==> src/rtl/sv39m_pkg.sv <==
// ----------------------------------------------------------------------------
// sv39m_pkg
// Shared types and constants of the Sv39 page table mapper: pool geometry,
// page table entry layout, request and result payloads, unit interfaces.
// ----------------------------------------------------------------------------
package sv39m_pkg;

  // Pool geometry
  localparam int TABLE_SLOTS       = 16;
  localparam int ENTRIES_PER_TABLE = 512;
  localparam int VPN_W             = $clog2(ENTRIES_PER_TABLE);
  localparam int SLOT_W            = $clog2(TABLE_SLOTS);
  localparam int ADDR_W            = SLOT_W + VPN_W;
  localparam int POOL_ENTRIES      = TABLE_SLOTS * ENTRIES_PER_TABLE;

  // Entry layout
  localparam int PTE_W     = 64;
  localparam int PPN_W     = 44;
  localparam int PPN_LSB   = 10;
  localparam int PAGE_BITS = 12;

  // Request and result field widths
  localparam int VA_W   = 39;
  localparam int PA_W   = 56;
  localparam int PERM_W = 3;
  localparam int IDX_W  = 13;
  localparam int USED_W = 5;

  // Configuration port
  localparam int CFG_ADDR_W = 4;
  localparam int CFG_DATA_W = 64;
  localparam int REG_IDX_LSB = 3;
  localparam logic [CFG_ADDR_W-REG_IDX_LSB-1:0] REG_POOL_BASE = '0;
  localparam logic [PPN_W-1:0] POOL_BASE_RESET = 44'd524295;

  typedef enum logic {
    ACT_MAP  = 1'b0,
    ACT_READ = 1'b1
  } action_t;

  typedef struct packed {
    action_t             action;
    logic [VA_W-1:0]     virtual_address;
    logic [PA_W-1:0]     physical_address;
    logic [PERM_W-1:0]   permissions;
    logic [IDX_W-1:0]    entry_index;
  } in_item_t;

  typedef struct packed {
    logic                status;
    logic [PTE_W-1:0]    leaf_entry;
    logic [PTE_W-1:0]    read_data;
    logic [USED_W-1:0]   tables_used;
  } out_item_t;

  // Page number unit
  typedef enum logic {
    ALU_ADD = 1'b0,
    ALU_SUB = 1'b1
  } alu_op_t;

  typedef struct packed {
    alu_op_t             op;
    logic [PPN_W-1:0]    a;
    logic [PPN_W-1:0]    b;
  } alu_req_t;

  typedef struct packed {
    logic [PPN_W-1:0]    value;
    logic                in_pool;
  } alu_res_t;

  // Pool memory port
  typedef struct packed {
    logic                we;
    logic [ADDR_W-1:0]   waddr;
    logic [PTE_W-1:0]    wdata;
    logic [ADDR_W-1:0]   raddr;
  } mem_req_t;

endpackage

==> src/rtl/sv39m_ppn_alu.sv <==
// ----------------------------------------------------------------------------
// sv39m_ppn_alu
// Shared page number adder: forms the page number of a fresh slot, or the
// slot offset of a stored pointer, and flags whether that lands in the pool.
// ----------------------------------------------------------------------------
module sv39m_ppn_alu (
  input  sv39m_pkg::alu_req_t req,
  output sv39m_pkg::alu_res_t res
);
  import sv39m_pkg::*;

  // 44-bit add or subtract, wrapping
  always_comb begin
    unique case (req.op)
      ALU_ADD: res.value = req.a + req.b;
      ALU_SUB: res.value = req.a - req.b;
      default: res.value = '0;
    endcase
    res.in_pool = (res.value < PPN_W'(TABLE_SLOTS));
  end

endmodule

==> config.mk <==
export PLATFORM = sky130hd
export DESIGN_NAME = sv39m_ppn_alu
export DESIGN_NICKNAME = d
export VERILOG_FILES = /design/src/rtl/sv39m_pkg.sv /design/src/rtl/sv39m_ppn_alu.sv
export SDC_FILE = /design/constraint.sdc
export NUM_CORES = 1
export LEC_CHECK = 0
export BUFFER_PORTS_ARGS = -buffer_cell sky130_fd_sc_hd__buf_2
export CAP_MARGIN = 20
export CORE_ASPECT_RATIO = 1.5
export CORE_UTILIZATION = 53
export DETAILED_ROUTE_END_ITERATION = 6
export PLACE_DENSITY_LB_ADDON = 0.08
export SLEW_MARGIN = 20
export SYNTH_ARGS = -nofsm -noshare
export SYNTH_HDL_FRONTEND = slang
export SYNTH_SLANG_ARGS = --single-unit
==> constraint.sdc <==
create_clock -name vclk -period 6.3
set_input_delay 0.63 -clock vclk [all_inputs]
set_output_delay 0.63 -clock vclk [all_outputs]
set_load 0.1 [all_outputs]
# After elaboration in Yosys (flattened, before gate mapping)
# Index checks and enable logic that the tools add are counted.
[word_totals]
mem_count = 0
wordCells = 5
latch_bits = 0
inputBits = 89
mem_bits_rw = 0
reg_bits = 0
rom_bits = 0
[classes]
order_cmp = 1
eq_ne = 0
reduce_logical = 0
bitwise = 1
n_mux = 1
div = 0
multipliers = 0
add_sub_neg = 2
n_shift = 0
[ops]
columns = ["operator", "count"]
rows = [
  ["case mux 44 bit (2 select lines)", 1],
  ["adder 44 bit", 1],
  ["less-than comparator 44 x 5 -> 1 bit (second input constant)", 1],
  ["subtractor 44 bit", 1],
  ["inverter 1 bit", 1],
]

# Logic depth before layout (Yosys ltp)
# Gate-level depths: netlist of run 1.
[logic_depth]
ltp_word = 3
mapped_depth = 23
ltp_nobuf = 22

# Worst setup path before layout of run 1
# OpenSTA, ideal clock, no wires.
[synth_timing]
path_kind = "input port to output port"
from = "input port req[9] in the netlist's numbering"
to = "output port res[0] in the netlist's numbering"
stages = 21
arrival_time_ps = 6506
slack_ps = -836
cell_sequence = "or4_1 -> nor3_2 -> nand3_1 -> nor3_1 -> nand3_1 -> nor4_1 -> nor2_1 -> xnor2_1 -> ha_1 -> clkbuf_1 -> inv_1 -> nor2_1 -> nand4_1 -> nor2_1 -> and4_1 -> a22oi_1 -> a31oi_1 -> o22ai_1 -> xnor2_1 -> nand4b_1 -> and4b_1"
[synth_lines]
columns = ["element", "line", "text"]
rows = [
  ["start: declaration", "sv39m_ppn_alu.sv:7", "input sv39m_pkg::alu_req_t req,"],
  ["end: declaration", "sv39m_ppn_alu.sv:8", "output sv39m_pkg::alu_res_t res"],
]

==> results of run 1 <==
-- worst paths after layout --
kind | cells past startpoint | to | from | slack [ps]
min | 5 | res[1] | req[44] | 1820
max | 21 | res[0] | req[7] | 260
-- kinds of logic after synthesis --
family / after synthesis / share of synthesized area, %
AOI/OAI and AO/OA: 181 / 31.2
and+or+nand+nor: 197 / 27.5
xor gates and xnor gates: 84 / 20.2
muxes: 2 / 0.550
buffers and inverters: 44 / 4.78
adders and majority gates: 45 / 15.7
-- per-layer routing --
metal	track usage, %	wire length (µm)
met5	0	0
met4	19.1	825
met3	2.52	547
met2	65.0	6530
met1	38.0	4970
-- worst max-delay path: cells and delay by family --
kind | cells | cell delay [ps]
xor gates and xnor gates | 1 | 230
and+or+nand+nor | 16 | 3770
adders and majority gates | 1 | 290
buffers and inverters | 3 | 490
-- cell usage after synthesis (4+ instances only) --
library cell	instances	share of area (%)
ha_1	44	15
inv_1	23	2.4
o21a_1	7	1.4
xor2_1	17	4.1
o21bai_1	11	2.3
a21o_1	16	3.3
o21ai_0	23	3.2
a21boi_0	4	0.83
xnor2_1	67	16
clkbuf_1	19	2.0
a21oi_1	73	10
nor2_1	63	6.5
nor4_1	10	1.7
a31oi_1	11	1.9
nand2b_1	4	0.69
nand3_1	12	1.7
and3_1	7	1.2
nand2_1	42	4.3
o21ai_1	6	0.83
nor3_1	17	2.3
nand4_1	14	2.4
-- where the power goes --
group	internal [W]	leakage [nW]	switching, W
sequential	0	0	0
clock	0.0000000000212	0.00000634	0
combinational	0.000334	2.20	0.00112
total	0.000334	2.20	0.00112
-- metrics by stage --
| stage | utilization (%) | total power (W) | TNS [ps] | setup WS, ps | hold WS (ps) |
|---|---|---|---|---|---|
| finish | 70.8 | 0.00146 | 0 | 256 | 1820 |
| global route | 70.8 | 0.00152 | -57.5 | -57.5 | 1850 |
| CTS | 70.3 | 0.00145 | 0 | 118 | 1820 |
| detailed placement | 70.3 | 0.00144 | 0 | 117 | 1830 |
| global placement | 70.3 | 0.00144 | 0 | 150 | 1810 |
| floorplan | - | 0.00118 | 0 | 9.42 | 1720 |
-- layout make-up --
cell class	instances	area [µm²]
Timing Repair Buffer	156	851
Fill cell	597	1920
Inverter	23	86.3
Antenna cell	1	2.50
Multi-Input combinational cell	509	3620
Tap cell	76	95.1
==> run_results.csv, run 1 <==
group,metric,value,unit
grt,grt_start_max_net_pins,27,
drt,detailedRoute.firstIterationViolations,241,
place,placed_cells,764,
finish,mostFrequentLayoutCell,"buf_2",
finish,post-route-cell-area,0.00466,mm²
floorplanning,die-width,69.6,µm
timing,final-hold-violation-count,0,
logic_synthesis,synth.cell_area,0.00364,mm²
floorplanning,ioPinCount,134,
drt,vias,4723,
critical_path,crit_slowest_cell,"or4_1",
drt,drt-vias-per-instance,6.17,
timing,worstMarginPinSlew,658,ps
grt,antenna_found_initial,1,
critical_path,worst-setup-path-type,"in -> out",
floorplanning,fp.dieH,103,µm
power,total_leakage_power,2.20,nW
critical_path,category_of_the_worst_setup_path_launch_point,"input port",
grt,globalRoute.totalOverflow,0,
power,ir_worst_vdd,0.308,mV
clock_tree,cts_post_setup_buffers_inserted,0,
finish,layout_common_cells,"buf_2 (133), a21oi_1 (72), nor2_1 (62)",
run,cap_viol_max_count,0,
min_path,hold_class,"in -> out",
clock_tree,cts-resized-gates,0,
floorplanning,initial_core_util,55.3,%
status,run_status,"finished, final reports clean",
clock_tree,post_cts_hold_buffer_count,0,
drt,wirelength,12.9,mm
drt,remaining_drc_errors,0,
floorplanning,core-area,0.00658,mm²
floorplanning,num_rows,36,
finish,layout.nets,824,
place,count_of_buffers_from_port_buffering,134,
critical_path,timing.critical_path.fanout_max,6,
grt,overall_global_routing_resource_usage,34.2,%
timing,max_slew_headroom,55.7,%
timing,final_setup_violation_count,0,
critical_path,slowest_delay,470,ps
place,gpl.final_weighted_congestion,0.936,
logic_synthesis,syn-mean-instance-area,6.58,µm²
logic_synthesis,yosys_warnings,0,
critical_path,cp_common_cell,"and3_1",
critical_path,cells_traversed_along_the_worst_timing_path,"buf_2 > nor4_1 > buf_4 > and3_1 > and2_2 > and2_2 > and3_1 > nor2_1 > xnor2_1 > ha_1 > and3_1 > nand4_1 > nor4_1 > nor3_1 > or4b_1 > or4_1 > nor4_2 > and4b_1 > nand4b_1 > and4b_2 > buf_12",
logic_synthesis,yosysSeqAreaShare,0,%
logic_synthesis,synthesis.nets,687,
logic_synthesis,synthCells,553,
place,dpl.hpwl,11.3,mm
drt,route.antenna.remaining_nets,0,
finish,finish.cell_count_without_fillers,765,
grt,grt_pass1_wl,20.2,mm
critical_path,crit_required,5670,ps
drt,wire_per_inst,16.8,µm
timing,final-max-slew-violation-count,0,
power,power_per_cell_area,313,mW/mm²
timing,period_share,95.9,%
place,placed_cell_area,0.00462,mm²
floorplanning,dieArea,0.00720,mm²
grt,first_global_vias,4402,
finish,area.sequential,0,µm²
finish,sequential_cell_total,0,
finish,area_growth_from_synthesis_to_layout,28.0,%
critical_path,timing.critical_path.arrival,5410,ps
timing,post-route-min-period,6040,ps
logic_synthesis,synthDistinctLibCells,62,
critical_path,critical_path.endpoint_type,"primary output",
finish,layout-drive-gt1-share,28.2,%
finish,clock_buffers,0,
drt,firstDrtPassIters,6,
timing,maxClockFrequency,0.165,GHz
(Power assumes the default switching activity.)
==> run 2: changes to the inputs <==
--- a/config.mk
+++ b/config.mk
@@ -5,10 +5,11 @@
 export SDC_FILE = /design/constraint.sdc
 export NUM_CORES = 1
 export LEC_CHECK = 0
+export ABC_AREA = 1
 export BUFFER_PORTS_ARGS = -buffer_cell sky130_fd_sc_hd__buf_2
 export CAP_MARGIN = 20
 export CORE_ASPECT_RATIO = 1.5
-export CORE_UTILIZATION = 53
+export CORE_UTILIZATION = 57
 export DETAILED_ROUTE_END_ITERATION = 6
 export PLACE_DENSITY_LB_ADDON = 0.08
 export SLEW_MARGIN = 20
==> run 2 against run 1 <==
Effect of this change:
- critical path type unchanged
- flip-flop and latch count unchanged
- via count up 37%
- combinational power down 12%
- maximum frequency up 18%
- global-route usage up 2.3 points
- first-iteration DRC count up 23%
==> run_results.csv, run 2 <==
group,metric,value,unit
status,run_status,"finished, final reports clean",
power,total_leakage_power,3.51,nW
grt,overall_global_routing_resource_usage,36.6,%
timing,final-hold-violation-count,0,
drt,wirelength,16.6,mm
timing,worstMarginPinSlew,501,ps
critical_path,critical_path.endpoint_type,"primary output",
logic_synthesis,synth.top_cell.area_share,25.1,%
finish,layout.nets,1261,
logic_synthesis,synth_largest_area_cell,"nand2_1",
logic_synthesis,synth.cell_area,0.00491,mm²
drt,firstDrtPassIters,7,
finish,area_growth_from_synthesis_to_layout,16.2,%
timing,period_share,81.3,%
drt,detailedRoute.firstIterationViolations,296,
logic_synthesis,yosysMostFrequentCell,"nand2_1",
place,dpl.hpwl,14.7,mm
logic_synthesis,yosysSeqAreaShare,0,%
clock_tree,cts-resized-gates,0,
logic_synthesis,synthDistinctLibCells,41,
timing,max_slew_headroom,66.8,%
drt,wire_per_inst,13.5,µm
critical_path,timing.critical_path.fanout_max,5,
timing,final-max-slew-violation-count,0,
timing,setup_tns,0,ps
floorplanning,ioPinCount,134,
logic_synthesis,syn-mean-instance-area,4.94,µm²
grt,globalRoute.totalOverflow,0,
logic_synthesis,yosys-top-cells-area,"nand2_1 (25%), inv_1 (15%), ha_1 (11%), nor2_1 (9.2%), nand3_1 (6.5%)",
critical_path,timing.critical_path.arrival,4490,ps
logic_synthesis,synthesis.nets,1128,
floorplanning,num_rows,41,
drt,drt-vias-per-instance,5.24,
finish,num_antenna_cells,0,
logic_synthesis,yosys_warnings,0,
floorplanning,fp.dieH,116,µm
critical_path,crit_required,5670,ps
finish,layout-drive-gt1-share,16.5,%
logic_synthesis,synthCells,994,
run,cap_viol_max_count,0,
clock_tree,post_cts_hold_buffer_count,0,
finish,sequential_cell_total,0,
timing,grt_setup_unrepaired,"false",
place,gpl.final_weighted_congestion,1.06,
place,count_of_buffers_from_port_buffering,134,
timing,maxClockFrequency,0.195,GHz
critical_path,category_of_the_worst_setup_path_launch_point,"input port",
grt,antenna_found_initial,0,
min_path,hold_class,"in -> out",
finish,mostFrequentLayoutCell,"nand2_1",
grt,first_global_vias,5968,
floorplanning,core-area,0.00836,mm²
floorplanning,dieArea,0.00900,mm²
drt,vias,6450,
drt,route.antenna.remaining_nets,0,
finish,layout_common_cells,"nand2_1 (328), inv_1 (195), buf_2 (134)",
timing,post-route-min-period,5120,ps
timing,final_setup_violation_count,0,
finish,area.sequential,0,µm²
power,ir_worst_vdd,0.381,mV
grt,grt_start_max_net_pins,29,
power,power_per_cell_area,225,mW/mm²
clock_tree,cts_post_setup_buffers_inserted,0,
grt,grt_pass1_wl,25.9,mm
floorplanning,initial_core_util,58.7,%
finish,clock_buffers,0,
power,report.power.total,0.00129,W
logic_synthesis,ys_top_cells_by_count,"nand2_1 (328), inv_1 (195), nor2_1 (120)",
critical_path,worst-setup-path-type,"in -> out",
drt,remaining_drc_errors,0,
finish,fillerInstances,874,
floorplanning,die-width,77.8,µm
[run 2: worst paths after layout]
| kind | start | to | slack [ps] | depth (start not counted) |
|---|---|---|---|---|
| setup / recovery | req[0] | res[0] | 1180 | 26 |
| hold / removal | req[0] | res[1] | 1770 | 4 |
[run 2: layout make-up]
cell class,instances,area (µm²),share of cell area [%]
Multi-Input combinational cell,789,4140,72.5
Tap cell,107,134,2.35
Timing Repair Buffer,135,678,11.9
Inverter,201,754,13.2
[run 2: kinds of logic after synthesis]
family	count (synthesis)	synth area share, %
xor gates and xnor gates	46	8.20
and+or+nand+nor	609	54.2
AOI/OAI and AO/OA	89	10.3
buffers and inverters	205	15.7
adders and majority gates	45	11.6
[run 2: critical path: stages]
cell and delay (ps):
buf_2 100, inv_1 80, ha_1 170, nand3_1 130
inv_1 140, nand2_2 90, nor2_4 120, inv_2 50
o31ai_1 310, o21ai_0 190, xnor2_1 160, ha_1 360
a21oi_1 280, inv_1 90, nor2_1 180, nand2_1 120
a21oi_1 160, nand2_1 100, nand2_1 70, nand2_1 60
nor2_1 120, nand3_1 90, nor2_1 100, nand3_1 80
nor2_1 90, buf_2 430
[run 2: metal layers]
metal / vias to the layer above / GRT usage (%) / share of wire, %
met5: - / 0 / 0
met4: 0 / 29.2 / 8.3
met3: 85 / 1.57 / 4.6
met2: 253 / 72.9 / 51
met1: 2760 / 34.3 / 36
li1: 3352 / - / -
[run 2: power by group]
part | internal (W) | switching [W]
sequential | 0 | 0
combinational | 0.000273 | 0.00101
clock | 0 | 0
[run 2: stage by stage]
step / setup slack [ps] / cell area [µm²] / utilization (%) / instances / hold slack [ps]
6_report: 1180 / 5710 / 68.2 / 1232 / 1770
5_1_grt: 694 / 5710 / 68.2 / 1232 / 1810
4_1_cts: 1190 / 5710 / 68.2 / 1232 / 1780
3_5_place_dp: 1200 / 5710 / 68.2 / 1232 / 1780
3_3_place_gp: 1200 / 5710 / 68.2 / 1232 / 1770
2_1_floorplan: 501 / 4910 / - / 994 / 1720
==> run 3: changes to the inputs <==
==> constraint.sdc (replaced) <==
create_clock -name vclk -period 5.3
set_input_delay 0.53 -clock vclk [all_inputs]
set_output_delay 0.53 -clock vclk [all_outputs]
set_load 0.1 [all_outputs]
==> run 3 against run 2 <==
Effect of this change:
- count of clock-buffer cells in the layout unchanged
- global-route usage increased by 0.73 points
- flip-flop and latch count unchanged
- sequential share of layout area unchanged
- utilization increased by 0.15 points
- die area unchanged
- first-iteration DRC count increased by 49%
- cell count about the same
- critical path depth decreased by 1
- critical path type unchanged
- largest power group unchanged
==> run_results.csv, run 3 (same netlist as run 2, synthesis figures left out) <==
group,metric,value,unit
power,power_per_cell_area,267,mW/mm²
finish,layout.nets,1262,
finish,area_growth_from_synthesis_to_layout,16.5,%
floorplanning,dieArea,0.00900,mm²
drt,firstDrtPassIters,5,
grt,first_global_vias,5986,
grt,globalRoute.totalOverflow,0,
place,placed_cell_area,0.00572,mm²
grt,grt-busiest-layer,"met2",
floorplanning,die-width,77.8,µm
clock_tree,post_cts_hold_buffer_count,0,
critical_path,worst-setup-path-type,"in -> out",
finish,layout-drive-gt1-share,16.7,%
timing,maxClockFrequency,0.209,GHz
finish,layout_common_cells,"nand2_1 (328), inv_1 (195), buf_2 (133)",
drt,wirelength,16.5,mm
finish,sequential_cell_total,0,
grt,grt_pass1_wl,26.5,mm
finish,layout.core_utilization,68.4,%
drt,vias,6372,
timing,final_setup_violation_count,0,
timing,grt_setup_unrepaired,"false",
floorplanning,ioPinCount,134,
grt,m3_gr_usage,3.07,%
finish,mostFrequentLayoutCell,"nand2_1",
power,ir_worst_vdd,0.409,mV
drt,remaining_drc_errors,0,
grt,met1_usage_grt,35.9,%
finish,post-route-cell-area,0.00572,mm²
timing,worstMarginPinSlew,550,ps
clock_tree,cts_post_setup_buffers_inserted,0,
grt,antenna_found_initial,0,
status,run_status,"finished, final reports clean",
place,dpl.hpwl,14.7,mm
critical_path,crit_required,4770,ps
drt,route.antenna.remaining_nets,0,
timing,period_share,90.4,%
place,count_of_buffers_from_port_buffering,134,
timing,max_slew_headroom,63.1,%
finish,num_antenna_cells,0,
drt,drt-vias-per-instance,5.17,
floorplanning,core-area,0.00836,mm²
finish,fillerInstances,881,
critical_path,timing.critical_path.fanout_max,6,
power,report.power.total,0.00153,W
critical_path,critical_path.endpoint_type,"primary output",
drt,wire_per_inst,13.4,µm
min_path,hold_class,"in -> out",
clock_tree,cts-resized-gates,0,
timing,setup_tns,0,ps
run,cap_viol_max_count,0,
finish,clock_buffers,0,
floorplanning,num_rows,41,
timing,post-route-min-period,4790,ps
power,total_leakage_power,3.51,nW
critical_path,category_of_the_worst_setup_path_launch_point,"input port",
floorplanning,initial_core_util,58.7,%
drt,detailedRoute.firstIterationViolations,442,
place,gpl.final_weighted_congestion,0.964,
timing,final-max-slew-violation-count,0,
grt,globalRouteMet2Util,73.5,%
grt,grt_start_max_net_pins,19,
grt,overall_global_routing_resource_usage,37.3,%
critical_path,timing.critical_path.arrival,4260,ps
place,placed_cells,1233,
finish,finish.cell_count_without_fillers,1233,
finish,area.sequential,0,µm²
timing,final-hold-violation-count,0,
floorplanning,fp.dieH,116,µm
[run 3: area by class of cell]
class                           instances  area, µm²  area share [%]
Inverter                              201        754            13.2
Timing Repair Buffer                  136        688            12.0
Multi-Input combinational cell        789       4140            72.4
Tap cell                              107        134            2.34
[run 3: per-layer routing]
metal  up-vias  share of wire (%)
met5         -                  0
met4         0                8.1
met3        76                3.9
met2       233                 51
met1      2703                 37
li1       3360                  -
[run 3: path summary, 6_finish.rpt]
| check | depth (start not counted) | startpoint | end | slack [ps] |
|---|---|---|---|---|
| worst min-delay path | 4 | req[0] | res[1] | 1580 |
| worst max-delay path | 25 | req[1] | res[0] | 510 |
[run 3: worst max-delay path: stages]
cell,delay [ps]
buf_2,90
inv_1,90
ha_1,180
nand3_1,120
nor2_1,230
nand2_1,100
inv_1,60
nand4_1,120
o31ai_2,380
nand2_2,100
xor2_1,160
ha_1,400
nand2_1,120
nor2_1,190
nand2_1,110
nor2_1,160
nand4_1,170
nand3_1,130
nand2_1,50
nand2_1,90
nand2_1,80
nor2_1,120
nand2_1,80
nor2_2,100
buf_4,290
[run 3: report_power, final]
group / internal [W] / switching, W
Clock: 0 / 0
Combinational: 0.000325 / 0.00120
Sequential: 0 / 0
[run 3: per-stage QoR]
| step | setup slack (ps) | hold WS (ps) |
|---|---|---|
| after detailed placement | 443 | 1590 |
| final | 509 | 1580 |
| after global placement | 494 | 1580 |
| after CTS | 432 | 1580 |
| after global routing | 19.8 | 1600 |
| after floorplan | 154 | 1520 |
